[config.mk]
export PLATFORM = sky130hd
export DESIGN_NAME = mask_based_housekeeping_compressor
export DESIGN_NICKNAME = d
export VERILOG_FILES = /design/src/sv/mbhc_pkg.sv /design/src/sv/mbhc_assembler.sv /design/src/sv/mbhc_serializer.sv /design/src/sv/mask_based_housekeeping_compressor.sv
export VERILOG_INCLUDE_DIRS = /design/src /design/src/sv
export SDC_FILE = /design/constraint.sdc
export NUM_CORES = 2
export LEC_CHECK = 0
export ABC_AREA = 1
export BUFFER_PORTS_ARGS = -buffer_cell sky130_fd_sc_hd__buf_2
export CORE_ASPECT_RATIO = 0.6
export CORE_MARGIN = 4
export CORE_UTILIZATION = 45
export DETAILED_ROUTE_END_ITERATION = 16
export GPL_TIMING_DRIVEN = 0
export SKIP_CTS_REPAIR_TIMING = 1
export SKIP_LAST_GASP = 1
export SYNTH_ARGS = -nofsm -noshare
export SYNTH_HDL_FRONTEND = slang
export SYNTH_HIERARCHICAL = 1
export SYNTH_SLANG_ARGS = --single-unit
export TNS_END_PERCENT = 50
[constraint.sdc]
create_clock -name clk_i -period 11.7 [get_ports clk_i]
set_clock_uncertainty 0.1 [all_clocks]
set_input_delay 2.34 -clock clk_i [delete_from_list [all_inputs] [get_ports clk_i]]
set_output_delay 2.34 -clock clk_i [all_outputs]
set_load 0.005 [all_outputs]
[src/sv/mask_based_housekeeping_compressor_defines.svh]
// Assertion macros used by the compressor's chunk assembler.
`ifndef MASK_BASED_HOUSEKEEPING_COMPRESSOR_DEFINES_SVH
`define MASK_BASED_HOUSEKEEPING_COMPRESSOR_DEFINES_SVH

// Checks a property on every rising clock edge while out of reset.
`define MBHC_ASSERT(lbl, prop) \
  lbl: assert property (@(posedge clk_i) disable iff (!rst_ni) (prop)) \
    else $error("mbhc assertion failed");

// Checks that a condition implies a consequence in the same cycle.
`define MBHC_ASSERT_IMP(lbl, cond, cons) \
  `MBHC_ASSERT(lbl, (cond) |-> (cons))

`endif

[src/sv/mbhc_pkg.sv]
// Package with the shared types, constants and the counter code function.
package mbhc_pkg;

  localparam int unsigned VectorBitsDef    = 64;
  localparam int unsigned MaxRobustnessDef = 7;
  localparam int unsigned CodeW            = 16;
  localparam int unsigned ClenW            = 5;
  localparam int unsigned RunW             = 7;

  typedef struct packed {
    logic        func;
    logic [63:0] vector;
    logic [2:0]  robustness;
    logic        new_mask;
    logic        send_mask;
    logic        raw_input;
    logic        send_changes;
    logic        send_length;
  } in_item_t;

  typedef struct packed {
    logic [63:0] chunk;
    logic [6:0]  chunk_bits;
    logic        last;
    logic        error;
  } out_item_t;

  typedef struct packed {
    logic       term;
    logic       err;
    logic       sm;
    logic       raw;
    logic       sc;
    logic       sl;
    logic [2:0] r;
    logic       y_nz;
    logic       win_nz;
  } job_t;

  typedef struct packed {
    logic bit_v;
    logic bit_d;
    logic end_v;
    logic err;
  } ser_ev_t;

  typedef struct packed {
    logic [CodeW-1:0] code;
    logic [ClenW-1:0] len;
  } count_code_t;

  // Counter code, left aligned. Values handled here never exceed 65, so the
  // long form always carries six bits.
  function automatic count_code_t count_code(logic [RunW-1:0] a);
    count_code_t      cc;
    logic [RunW-1:0]  v;
    v = a - RunW'(2);
    if (a <= RunW'(1)) begin
      cc.code = '0;
      cc.len  = ClenW'(1);
    end else if (a <= RunW'(33)) begin
      cc.code = {3'b110, v[4:0], 8'h00};
      cc.len  = ClenW'(8);
    end else begin
      cc.code = {3'b111, v[5:0], 7'h00};
      cc.len  = ClenW'(9);
    end
    return cc;
  endfunction

endpackage

[src/sv/mbhc_assembler.sv]
// Packs the serial packet bits into chunks and holds the output register.
module mbhc_assembler
  import mbhc_pkg::*;
(
  input  logic      clk_i,
  input  logic      rst_ni,
  input  ser_ev_t   ev_i,
  output logic      rdy_o,
  output logic      out_valid_o,
  input  logic      out_stall_i,
  output out_item_t out_data_o
);

  logic [63:0] acc_q, acc_d;
  logic [6:0]  cnt_q, cnt_d;
  logic        ov_q, ov_d;
  out_item_t   out_q, out_d;

  assign rdy_o = !ov_q || !out_stall_i;

  always_comb begin
    acc_d = acc_q;
    cnt_d = cnt_q;
    ov_d  = ov_q;
    out_d = out_q;
    if (ov_q && !out_stall_i) begin
      ov_d = 1'b0;
    end
    if (rdy_o) begin
      if (ev_i.bit_v) begin
        // A full chunk is held back until it is known whether more follows.
        if (cnt_q == 7'd64) begin
          out_d = '{chunk: acc_q, chunk_bits: 7'd64, last: 1'b0, error: 1'b0};
          ov_d  = 1'b1;
          acc_d = {63'd0, ev_i.bit_d};
          cnt_d = 7'd1;
        end else begin
          acc_d = {acc_q[62:0], ev_i.bit_d};
          cnt_d = cnt_q + 7'd1;
        end
      end else if (ev_i.end_v) begin
        out_d.chunk      = ev_i.err ? 64'd0 : acc_q;
        out_d.chunk_bits = ev_i.err ? 7'd0 : cnt_q;
        out_d.last       = 1'b1;
        out_d.error      = ev_i.err;
        ov_d  = 1'b1;
        acc_d = '0;
        cnt_d = '0;
      end
    end
  end

  always_ff @(posedge clk_i or negedge rst_ni) begin
    if (!rst_ni) begin
      acc_q <= '0;
      cnt_q <= '0;
      ov_q  <= 1'b0;
    end else begin
      acc_q <= acc_d;
      cnt_q <= cnt_d;
      ov_q  <= ov_d;
    end
  end

  always_ff @(posedge clk_i) begin
    out_q <= out_d;
  end

  assign out_valid_o = ov_q;
  assign out_data_o  = out_q;

`include "mask_based_housekeeping_compressor_defines.svh"

  `MBHC_ASSERT(a_cnt_range, cnt_q <= 7'd64)
  `MBHC_ASSERT_IMP(a_bits_nonzero, ov_q && !out_q.error, out_q.chunk_bits != 7'd0)
  `MBHC_ASSERT_IMP(a_err_shape, ov_q && out_q.error, out_q.last && out_q.chunk_bits == 7'd0)

endmodule

[src/sv/mbhc_serializer.sv]
// Bit-serial sequencer that walks the packet fields one bit per cycle while the assembler is ready.
module mbhc_serializer
  import mbhc_pkg::*;
#(
  parameter int unsigned VECTOR_BITS = VectorBitsDef
) (
  input  logic                   clk_i,
  input  logic                   rst_ni,
  input  logic                   start_i,
  input  job_t                   job_i,
  input  logic [VECTOR_BITS-1:0] win_i,
  input  logic [VECTOR_BITS-1:0] mask_i,
  input  logic [VECTOR_BITS-1:0] vec_i,
  output logic                   busy_o,
  output ser_ev_t                ev_o,
  input  logic                   rdy_i
);

  localparam int unsigned PW = $clog2(VECTOR_BITS);
  localparam int unsigned SW = 5;

  localparam logic [SW-1:0] ST_IDLE = 5'd0;
  localparam logic [SW-1:0] ST_TERM = 5'd1;
  localparam logic [SW-1:0] ST_ERR  = 5'd2;
  localparam logic [SW-1:0] ST_H0   = 5'd3;
  localparam logic [SW-1:0] ST_H1   = 5'd4;
  localparam logic [SW-1:0] ST_H2   = 5'd5;
  localparam logic [SW-1:0] ST_H2S  = 5'd6;
  localparam logic [SW-1:0] ST_H3   = 5'd7;
  localparam logic [SW-1:0] ST_P2   = 5'd8;
  localparam logic [SW-1:0] ST_P2R  = 5'd9;
  localparam logic [SW-1:0] ST_P2E  = 5'd10;
  localparam logic [SW-1:0] ST_P3   = 5'd11;
  localparam logic [SW-1:0] ST_P3C  = 5'd12;
  localparam logic [SW-1:0] ST_P3V  = 5'd13;
  localparam logic [SW-1:0] ST_P3B  = 5'd14;
  localparam logic [SW-1:0] ST_P3M  = 5'd15;
  localparam logic [SW-1:0] ST_END  = 5'd16;
  localparam logic [SW-1:0] ST_CODE = 5'd17;
  localparam logic [SW-1:0] ST_RUNS = 5'd18;
  localparam logic [SW-1:0] ST_SEL  = 5'd19;

  logic [SW-1:0]          st_q, st_d, ret_q, ret_d, rret_q, rret_d;
  logic [CodeW-1:0]       code_q, code_d;
  logic [ClenW-1:0]       clen_q, clen_d;
  logic [VECTOR_BITS-1:0] src_q, src_d, sel_q, sel_d, a_q, a_d;
  logic [VECTOR_BITS-1:0] win_q, win_d, nm_q, nm_d, v_q, v_d;
  logic [PW-1:0]          pos_q, pos_d;
  logic [RunW-1:0]        run_q, run_d, run_n;
  job_t                   job_q, job_d;
  count_code_t            cc;
  logic                   dflag, lastpos;

  assign dflag   = !job_q.sm && !job_q.raw;
  assign lastpos = (pos_q == PW'(VECTOR_BITS - 1));
  assign run_n   = run_q + RunW'(1);
  assign busy_o  = (st_q != ST_IDLE);

  always_comb begin
    st_d   = st_q;
    ret_d  = ret_q;
    rret_d = rret_q;
    code_d = code_q;
    clen_d = clen_q;
    src_d  = src_q;
    sel_d  = sel_q;
    a_d    = a_q;
    win_d  = win_q;
    nm_d   = nm_q;
    v_d    = v_q;
    pos_d  = pos_q;
    run_d  = run_q;
    job_d  = job_q;
    ev_o   = '0;
    cc     = count_code(run_n);
    case (st_q)
      ST_IDLE: begin
        if (start_i) begin
          job_d = job_i;
          win_d = win_i;
          nm_d  = mask_i;
          v_d   = vec_i;
          if (job_i.term) begin
            st_d = ST_TERM;
          end else if (job_i.err) begin
            st_d = ST_ERR;
          end else begin
            st_d = ST_H0;
          end
        end
      end
      ST_TERM: begin
        cc     = count_code(RunW'(VECTOR_BITS + 1));
        code_d = cc.code;
        clen_d = cc.len;
        ret_d  = ST_END;
        st_d   = ST_CODE;
      end
      ST_ERR: begin
        ev_o.end_v = 1'b1;
        ev_o.err   = 1'b1;
        if (rdy_i) begin
          st_d = ST_IDLE;
        end
      end
      ST_H0: begin
        if (!job_q.sc) begin
          code_d = {6'b100000, 10'd0};
          clen_d = ClenW'(6);
          ret_d  = ST_P2;
          st_d   = ST_CODE;
        end else begin
          src_d  = win_q;
          pos_d  = '0;
          run_d  = '0;
          rret_d = ST_H1;
          st_d   = ST_RUNS;
        end
      end
      ST_H1: begin
        code_d = {2'b10, job_q.r, 11'd0};
        clen_d = ClenW'(5);
        ret_d  = ST_H2;
        st_d   = ST_CODE;
      end
      ST_H2: begin
        if (job_q.r != 3'd0 && job_q.win_nz) begin
          code_d = {job_q.y_nz, 15'd0};
          clen_d = ClenW'(1);
          ret_d  = job_q.y_nz ? ST_H2S : ST_H3;
          st_d   = ST_CODE;
        end else begin
          st_d = ST_H3;
        end
      end
      ST_H2S: begin
        a_d    = ~nm_q;
        sel_d  = win_q;
        pos_d  = '0;
        rret_d = ST_H3;
        st_d   = ST_SEL;
      end
      ST_H3: begin
        code_d = {dflag, 15'd0};
        clen_d = ClenW'(1);
        ret_d  = ST_P2;
        st_d   = ST_CODE;
      end
      ST_P2: begin
        if (dflag) begin
          st_d = ST_P3;
        end else begin
          code_d = {job_q.sm, 15'd0};
          clen_d = ClenW'(1);
          ret_d  = job_q.sm ? ST_P2R : ST_P3;
          st_d   = ST_CODE;
        end
      end
      ST_P2R: begin
        src_d  = nm_q ^ (nm_q << 1);
        pos_d  = '0;
        run_d  = '0;
        rret_d = ST_P2E;
        st_d   = ST_RUNS;
      end
      ST_P2E: begin
        code_d = {2'b10, 14'd0};
        clen_d = ClenW'(2);
        ret_d  = ST_P3;
        st_d   = ST_CODE;
      end
      ST_P3: begin
        if (dflag) begin
          a_d    = v_q;
          sel_d  = nm_q;
          pos_d  = '0;
          rret_d = ST_END;
          st_d   = ST_SEL;
        end else if (job_q.raw) begin
          code_d = {1'b1, job_q.sl, 14'd0};
          clen_d = ClenW'(2);
          ret_d  = job_q.sl ? ST_P3C : ST_P3V;
          st_d   = ST_CODE;
        end else begin
          code_d = '0;
          clen_d = ClenW'(1);
          ret_d  = ST_P3M;
          st_d   = ST_CODE;
        end
      end
      ST_P3C: begin
        cc     = count_code(RunW'(VECTOR_BITS));
        code_d = cc.code;
        clen_d = cc.len;
        ret_d  = ST_P3V;
        st_d   = ST_CODE;
      end
      ST_P3V: begin
        a_d    = v_q;
        sel_d  = '1;
        pos_d  = '0;
        rret_d = ST_P3B;
        st_d   = ST_SEL;
      end
      ST_P3B: begin
        code_d = {job_q.sm, 15'd0};
        clen_d = ClenW'(1);
        ret_d  = ST_END;
        st_d   = ST_CODE;
      end
      ST_P3M: begin
        a_d    = v_q;
        sel_d  = nm_q;
        pos_d  = '0;
        rret_d = ST_END;
        st_d   = ST_SEL;
      end
      ST_END: begin
        ev_o.end_v = 1'b1;
        if (rdy_i) begin
          st_d = ST_IDLE;
        end
      end
      ST_CODE: begin
        ev_o.bit_v = 1'b1;
        ev_o.bit_d = code_q[CodeW-1];
        if (rdy_i) begin
          code_d = code_q << 1;
          clen_d = clen_q - ClenW'(1);
          if (clen_q == ClenW'(1)) begin
            st_d = ret_q;
          end
        end
      end
      ST_RUNS: begin
        // One vector position per cycle; a one-bit hands its run to the coder.
        src_d = src_q >> 1;
        pos_d = pos_q + PW'(1);
        if (src_q[0]) begin
          code_d = cc.code;
          clen_d = cc.len;
          run_d  = '0;
          ret_d  = lastpos ? rret_q : ST_RUNS;
          st_d   = ST_CODE;
        end else begin
          run_d = run_n;
          if (lastpos) begin
            st_d = rret_q;
          end
        end
      end
      ST_SEL: begin
        if (sel_q[VECTOR_BITS-1]) begin
          ev_o.bit_v = 1'b1;
          ev_o.bit_d = a_q[VECTOR_BITS-1];
        end
        if (!sel_q[VECTOR_BITS-1] || rdy_i) begin
          a_d   = a_q << 1;
          sel_d = sel_q << 1;
          pos_d = pos_q + PW'(1);
          if (lastpos) begin
            st_d = rret_q;
          end
        end
      end
      default: begin
        st_d = ST_IDLE;
      end
    endcase
  end

  always_ff @(posedge clk_i or negedge rst_ni) begin
    if (!rst_ni) begin
      st_q <= ST_IDLE;
    end else begin
      st_q <= st_d;
    end
  end

  always_ff @(posedge clk_i) begin
    ret_q  <= ret_d;
    rret_q <= rret_d;
    code_q <= code_d;
    clen_q <= clen_d;
    src_q  <= src_d;
    sel_q  <= sel_d;
    a_q    <= a_d;
    win_q  <= win_d;
    nm_q   <= nm_d;
    v_q    <= v_d;
    pos_q  <= pos_d;
    run_q  <= run_d;
    job_q  <= job_d;
  end

endmodule

[src/sv/mask_based_housekeeping_compressor.sv]
// Top level: mask and history state, packet sequencer and chunk packer.
// Each item is handled alone; the input stalls from acceptance until the last chunk is queued.
// One packet bit leaves the sequencer per cycle while the packer is not stalled; a compress
// item makes one to four run-length or selected-bit walks over the VECTOR_BITS positions.
// Reset clears the previous input, masks, change history and step count to zero.
module mask_based_housekeeping_compressor
  import mbhc_pkg::*;
#(
  parameter int unsigned VECTOR_BITS    = VectorBitsDef,
  parameter int unsigned MAX_ROBUSTNESS = MaxRobustnessDef
) (
  input  logic      clk_i,
  input  logic      rst_ni,
  input  logic      in_valid_i,
  output logic      in_stall_o,
  input  in_item_t  in_data_i,
  output logic      out_valid_o,
  input  logic      out_stall_i,
  output out_item_t out_data_o
);

  logic [VECTOR_BITS-1:0] prev_q, mask_q, build_q;
  logic [VECTOR_BITS-1:0] hist_q [MAX_ROBUSTNESS];
  logic [3:0]             step_q;

  logic [VECTOR_BITS-1:0] v, diff, nbuild, nmask, delta, win;
  logic [2:0]             r;
  logic                   first, err, accept, upd, busy;
  job_t                   job;
  ser_ev_t                ev;
  logic                   rdy;

  assign accept = in_valid_i && !busy;
  assign in_stall_o = busy;

  assign v     = in_data_i.vector[VECTOR_BITS-1:0];
  assign r     = (in_data_i.robustness > 3'(MAX_ROBUSTNESS)) ? 3'(MAX_ROBUSTNESS)
                                                             : in_data_i.robustness;
  assign first = (step_q == 4'd0);
  assign err   = !in_data_i.func && in_data_i.send_changes && first;
  assign upd   = accept && !in_data_i.func && !err;
  assign diff  = v ^ prev_q;

  always_comb begin
    nbuild = (!first && !in_data_i.new_mask) ? (diff | build_q) : '0;
    nmask  = first ? mask_q : (diff | (in_data_i.new_mask ? build_q : mask_q));
    delta  = nmask ^ mask_q;
    win    = delta;
    for (int i = 1; i <= MAX_ROBUSTNESS; i++) begin
      if (3'(i) <= r) begin
        win = win | hist_q[i-1];
      end
    end
  end

  always_comb begin
    job.term   = in_data_i.func;
    job.err    = err;
    job.sm     = in_data_i.send_mask;
    job.raw    = in_data_i.raw_input;
    job.sc     = in_data_i.send_changes;
    job.sl     = in_data_i.send_length;
    job.r      = r;
    job.y_nz   = |(~nmask & win);
    job.win_nz = |win;
  end

  always_ff @(posedge clk_i or negedge rst_ni) begin
    if (!rst_ni) begin
      prev_q  <= '0;
      mask_q  <= '0;
      build_q <= '0;
      step_q  <= '0;
      for (int i = 0; i < MAX_ROBUSTNESS; i++) begin
        hist_q[i] <= '0;
      end
    end else if (upd) begin
      prev_q  <= v;
      mask_q  <= nmask;
      build_q <= nbuild;
      if (step_q < 4'd8) begin
        step_q <= step_q + 4'd1;
      end
      hist_q[0] <= delta;
      for (int i = 1; i < MAX_ROBUSTNESS; i++) begin
        hist_q[i] <= hist_q[i-1];
      end
    end
  end

  mbhc_serializer #(
    .VECTOR_BITS(VECTOR_BITS)
  ) u_ser (
    .clk_i  (clk_i),
    .rst_ni (rst_ni),
    .start_i(accept),
    .job_i  (job),
    .win_i  (win),
    .mask_i (nmask),
    .vec_i  (v),
    .busy_o (busy),
    .ev_o   (ev),
    .rdy_i  (rdy)
  );

  mbhc_assembler u_asm (
    .clk_i      (clk_i),
    .rst_ni     (rst_ni),
    .ev_i       (ev),
    .rdy_o      (rdy),
    .out_valid_o(out_valid_o),
    .out_stall_i(out_stall_i),
    .out_data_o (out_data_o)
  );

endmodule
# After elaboration in Yosys (flattened, before gate mapping)
# Cells that the tools add are included.
# totals
ff_bits	1231
inputBits	77
elab_cells	254
# classes
add_sub_neg	6
n_eq_ne	35
n_mux	92
reduce_logical	57
order_cmp	11
n_bitwise	15
# op_table
op	n
64-bit 2-to-1 mux	19
64-bit OR	9
64-bit case mux with 5 select lines	1
64-bit case mux with 4 select lines	1
73-bit 2-to-1 mux	3
16-bit case mux with 12 select lines	1
64-bit case mux with 3 select lines	1
64-bit XOR	3
64-bit inverter	2
64-bit OR reduction	2
5-bit 2-to-1 mux	25
16-bit 2-to-1 mux	7
5-bit case mux with 10 select lines	2
64-bit AND	1
5-bit case mux with 12 select lines	1
7-bit 2-to-1 mux	6
5-bit by 4-bit equality test with 1-bit output, second input constant	8
5-bit case mux with 6 select lines	1
6-bit case mux with 5 select lines	1
21-bit 2-to-1 mux	1
7-bit case mux with 3 select lines	1
5-bit by 3-bit equality test with 1-bit output, second input constant	4
5-bit equality test, second input constant	4
10-bit nonzero test	2
45 further kinds	110

# Depth between registers and ports, before layout
# depth
ltp_word	20
mapped_depth	17
ltp_nobuf	15

# Modules after synthesis
# The synthesis kept the hierarchy.
# modules_own_cells
mod	area_per_inst_um2	seq_area_each_um2	instances	cells_per_inst
mask_based_housekeeping_compressor	31585.3	16115.5	1	4117
mbhc_serializer	18637.9	13037.5	1	1469
mbhc_assembler	5532.8	3993.8	1	470

# Worst setup path after synthesis
# No wires, ideal clock.
# synth_path
kind	input port to flip-flop
start	input in_valid_i
end	register u_ser/job_q[0] (netlist bit) (enable)
path_stages	4
slack_ns	0.002
t_arrival_ns	10.832
required_ns	10.833
n_path_buf	0
path_cell_list	inv_1 > nor2_1 > inv_1 > nor2_1
# synth_between
elab_chain_len	2
# synth_rtl
item	line	text
start, declared	mask_based_housekeeping_compressor.sv:14	input logic in_valid_i,
1-bit logical AND	mask_based_housekeeping_compressor.sv:33	assign accept = in_valid_i && !busy;
net accept	mask_based_housekeeping_compressor.sv:28	logic first, err, accept, upd, busy;
2-bit AND reduction (no source line)	-	
end signal, assigned	mbhc_serializer.sv:293	job_q <= job_d;
end, declared	mbhc_serializer.sv:50	job_t job_q, job_d;
# The timed path passes the listed nets, and every way through them passes these cells.
# A chain may end at the register's enable or synchronous reset.

==> results_tabular.tex <==
\begin{tabular}{lr}
\hline
Metric & Value \\
\hline
\multicolumn{2}{l}{\textbf{Route}} \\
\quad ANT nets after route & 0 \\
\quad Count of vias placed by the detailed router & 47750 \\
\quad Total DRC errors in the routed layout & 0 \\
\quad Post-detailed-route wirelength per cell & about 27 um \\
\quad Drt pass-1 iters & 6 \\
\quad Post-DR vias/cell & $\sim$5.9 \\
\quad Routed wire length & 220100 um \\
\quad Iteration-0 DRC Markers & 7178 \\
\multicolumn{2}{l}{\textbf{Floorplan}} \\
\quad Die boundary height & 280.7 um \\
\quad Die outline width & 462.4 um \\
\quad Initial core utilization & between 40\% and 50\% \\
\quad Die area & 0.1298 sq mm \\
\quad I/O pin cnt & 152 \\
\quad Row count & between 90 and 100 \\
\quad Area inside the core boundary & 0.1223 sq mm \\
\multicolumn{2}{l}{\textbf{Clocking}} \\
\quad Number of buffers on the longest clock path & 3 \\
\quad TritonCTS buffer count & roughly 120 \\
\quad Clock tree root driver cell & sky130\_fd\_sc\_hd\_\_clkbuf\_16 \\
\quad TritonCTS clock tree & yes \\
\quad Clk slew on worst S/H paths & 0.06 ns \\
\quad Latest clock arrival within the worst-skew pair & around 0.77 ns \\
\quad Maximum level of the CTS H-tree & 3 \\
\quad Number of clock sinks seen by CTS & 1224 \\
\multicolumn{2}{l}{\textbf{Worst setup path}} \\
\quad Worst reg2reg path depth & 9 \\
\quad Capture point of the worst reg-to-reg path & hist\_q[446]\$\_DFFE\_PN0P\_ \\
\quad Worst EP arrival & $\sim$5.8 ns \\
\quad R2r setup slk & 7.07 ns \\
\quad Setup crit start kind & input pin \\
\quad Type of destination of the critical path & flip-flop \\
\quad Required arrival time at the worst endpoint & 12.08 ns \\
\quad Worst flop-to-flop path startpoint & u\_ser/st\_q[1]\$\_DFFE\_PN0P\_ \\
\quad Type of the worst setup path & input pin to flip-flop \\
\quad Largest fanout on the critical path & 10 \\
\multicolumn{2}{l}{\textbf{Logic synthesis}} \\
\quad Share of synthesized cell area in full adder, half adder and majority cells & 0.2468\% \\
\quad Distinct cell type count after synthesis & 52 \\
\quad Mux contribution to synthesized area & 0\% \\
\quad Synth warnings & 6 \\
\quad Simple-Gate Fraction of Synth Area & 18.82\% \\
\quad Cell area after synthesis & 0.05576 sq mm \\
\quad Synth area leaders & sky130\_fd\_sc\_hd\_\_dfrtp\_1 (32\%), sky130\_fd\_sc\_hd\_\_edfxtp\_1 (27\%), sky130\_fd\_sc\_hd\_\_nand2\_1 (12\%) \\
\quad Post-Synthesis Net Count & around 6000 \\
\quad Synthesized-area fraction occupied by xor and xnor cells & 1.901\% \\
\quad Complex-gate fraction of the synthesized area & 12.64\% \\
\quad Cell type with the highest aggregate area in the netlist & sky130\_fd\_sc\_hd\_\_dfrtp\_1 \\
\quad Register bit total from synthesis & roughly 1200 \\
\quad Number of instances in the synthesized netlist & 6056 \\
\quad Largest family of logic cells by synthesized area & simple AND/OR/NAND/NOR gates \\
\quad Proportion of register bits with asynchronous set or reset after synthesis & 58.91\% \\
\quad Post-synthesis average cell area & between 9 and 10 sq um \\
\quad Share of Yosys cell area claimed by the top area cell type & 32.36\% \\
\quad Flip-flop cell with the highest count after synthesis & sky130\_fd\_sc\_hd\_\_dfrtp\_1 \\
\quad Share of the yosys chip area belonging to registers & between 50\% and 60\% \\
\quad Number of enable flip-flop cells after synthesis & 503 \\
\multicolumn{2}{l}{\textbf{Status}} \\
\quad Status & complete, but fails checks \\
\quad Violated checks & capacitance limit, slew limit \\
\multicolumn{2}{l}{\textbf{Timing}} \\
\quad Unrepaired setup endpoints after global routing & false \\
\quad Endpoints failing hold & 0 \\
\quad Worst slew margin & -5.541\% \\
\quad Pin slew with the least headroom to its limit & 1.583 ns \\
\quad Final worst setup slack & 6.317 ns \\
\quad Worst hold-check slack & $\sim$0.39 ns \\
\quad Final setup violation count & 0 \\
\quad Clock period minus worst slack & 5.383 ns \\
\quad Max frequency & 185.8 MHz \\
\quad Part of the cycle the worst path needs & between 40\% and 50\% \\
\quad Final max-slew violation count & 33 \\
\quad Setup total negative slack & 0 ns \\
\multicolumn{2}{l}{\textbf{Global routing}} \\
\quad Vias in the first global route & 43910 \\
\quad Number of antenna violations at the first check in global routing & 15 \\
\quad Overall track demand over capacity in global routing & 33.31\% \\
\quad GR Overflow Total & 0 \\
\quad Pin count of the biggest net entering global routing & 118 \\
\quad First-pass GRT wire length & 312700 um \\
\multicolumn{2}{l}{\textbf{Hold path}} \\
\quad Hold Crit Class & flip-flop to flip-flop \\
\quad Hold Path Depth & 2 \\
\quad Worst Hold Endpoint & hist\_q[71]\$\_DFFE\_PN0P\_ \\
\quad Hold\_sp & hist\_q[71]\$\_DFFE\_PN0P\_ \\
\multicolumn{2}{l}{\textbf{Cells and area}} \\
\quad Post-route insts no fill & 8068 \\
\quad Most frequent standard cell in the layout excluding fill and tap cells & sky130\_fd\_sc\_hd\_\_nand2\_1 \\
\quad Area added between synthesis and finish & 13.31\% \\
\quad Number of nets at the end of the flow & 6432 \\
\quad Share of layout cells above drive strength 1 & 10.27\% \\
\quad Most frequent cells in the layout & sky130\_fd\_sc\_hd\_\_nand2\_1 (1773), sky130\_fd\_sc\_hd\_\_dfrtp\_1 (721), sky130\_fd\_sc\_hd\_\_o21ai\_0 (698) \\
\multicolumn{2}{l}{\textbf{Place}} \\
\quad Worst setup slack before clock tree synthesis & 5.771 ns \\
\quad Count of input and output buffers & approximately 150 \\
\quad RePlAce Congestion & 0.9843 \\
\quad Detailed-placement wirelength estimate & 165400 um \\
\quad Cell Count Post-Placement & 7839 \\
\multicolumn{2}{l}{\textbf{Flow run}} \\
\quad Count of max-cap constraint violations & 4 \\
\multicolumn{2}{l}{\textbf{Power}} \\
\quad Total leakage power & 27.40 nW \\
\quad Pwr dens & around 260 mW/mm\^{}2 \\
\quad VDD IR max & 158.9 uV \\
\quad Final Total Pwr & between 15 and 20 mW \\
\hline
\end{tabular}
## how the worst max path moves through the flow
stage / start / end / slack [ns] / cells after the start
2_1_floorplan: in_valid_i / u_ser/job_q[0]$_DFFE_PP_ / 0.002 / 4
3_3_place_gp: rst_ni / build_q[23]$_DFFE_PN0P_ / -8.37 / 1
3_5_place_dp: in_data_i[6] / u_ser/job_q[0]$_DFFE_PP_ / 5.77 / 12
4_1_cts: in_data_i[6] / u_ser/job_q[0]$_DFFE_PP_ / 6.58 / 12
5_1_grt: in_data_i[6] / u_ser/job_q[0]$_DFFE_PP_ / 6.33 / 12
6_report: in_data_i[6] / u_ser/job_q[0]$_DFFE_PP_ / 6.32 / 12
## critical path: stages
cell and delay, ns:
sky130_fd_sc_hd__buf_6 0.15, sky130_fd_sc_hd__nand2_4 0.13, sky130_fd_sc_hd__clkbuf_1 0.99, sky130_fd_sc_hd__o21ai_0 0.25, sky130_fd_sc_hd__a21oi_1 0.38, sky130_fd_sc_hd__nand4_1 0.39
sky130_fd_sc_hd__nor2_1 0.18, sky130_fd_sc_hd__nand2_1 0.15, sky130_fd_sc_hd__nor2_1 0.26, sky130_fd_sc_hd__nand2_1 0.09, sky130_fd_sc_hd__nor2_1 0.26, sky130_fd_sc_hd__nand2_1 0.16
## cell usage after synthesis, types with 17 or more instances
master                     count
sky130_fd_sc_hd__a21oi_1     115
sky130_fd_sc_hd__a221oi_1     63
sky130_fd_sc_hd__a31oi_1      49
sky130_fd_sc_hd__buf_2       146
sky130_fd_sc_hd__buf_6        17
sky130_fd_sc_hd__clkbuf_1    138
sky130_fd_sc_hd__dfrtp_1     721
sky130_fd_sc_hd__edfxtp_1    503
sky130_fd_sc_hd__inv_1       578
sky130_fd_sc_hd__inv_2        26
sky130_fd_sc_hd__nand2_1    1773
sky130_fd_sc_hd__nand3_1     182
sky130_fd_sc_hd__nand3b_1     27
sky130_fd_sc_hd__nand4_1     111
sky130_fd_sc_hd__nor2_1      411
sky130_fd_sc_hd__o211ai_1     65
sky130_fd_sc_hd__o21ai_0     698
sky130_fd_sc_hd__o21ai_1      34
sky130_fd_sc_hd__o21ba_2      40
sky130_fd_sc_hd__o221ai_1     63
sky130_fd_sc_hd__o22ai_1      31
sky130_fd_sc_hd__xnor2_1     106
## per-stage QoR
| step | util [%] | area, sq um |
|---|---|---|
| floorplan | - | 55760 |
| global placement | 47.87 | 58520 |
| detailed placement | 48.25 | 58990 |
| CTS | 51.63 | 63130 |
| global route | 51.67 | 63170 |
| finish | 51.68 | 63180 |
## power by group
group / total (mW) / switching [mW] / internal (mW) / leakage (nW)
clock: 4.15 / 1.82 / 2.33 / 2.02
sequential: 7.09 / 0.897 / 6.19 / 13.5
combinational: 5.42 / 3.82 / 1.61 / 11.8
total: 16.7 / 6.54 / 10.1 / 27.4
## per-layer routing
metal | track usage [%] | wire (um) | up-vias
li1 | - | - | 20670
met1 | 53.03 | 99730 | 23630
met2 | 41.17 | 80790 | 3118
met3 | 12.74 | 33710 | 330
met4 | 8.436 | 5710 | 2
met5 | 0.7937 | 154 | -
## flip-flops by register name, indices dropped and copies added, names as in the netlist, 5 cells and up
| register | flops |
|---|---|
| hist_q | 448 |
| u_ser/a_q | 64 |
| u_ser/run_q | 7 |
| build_q | 64 |
| u_ser/src_q | 64 |
| u_ser/job_q | 9 |
| u_asm/out_data_o | 73 |
| u_ser/v_q | 64 |
| u_ser/ret_q | 5 |
| prev_q | 64 |
| u_ser/st_q | 5 |
| u_ser/sel_q | 64 |
| u_asm/acc_q | 64 |
| u_ser/pos_q | 6 |
| u_ser/code_q | 9 |
| u_asm/cnt_q | 7 |
| u_ser/nm_q | 64 |
| mask_q | 64 |
| u_ser/win_q | 64 |
| u_ser/rret_q | 5 |
| u_ser/clen_q | 5 |
## area by class of cell
cell class	count	area, sq um
repair buffers	169	1219
flip-flops and latches	1224	33150
inverters	608	2287
well taps	1616	2022
clock buffers	158	3262
diodes	3	7.507
multi-input cells	3897	18770
clock inverters	66	873.3
plain buffers	327	1594
fillers	11270	59080
## logic make-up after synthesis
kind of cell / after synthesis
simple gates: 2566
flops: 1224
compound gates: 1199
buf+inv: 935
xor+xnor: 121
fa+ha+maj: 11
(Power assumes the default switching activity.)
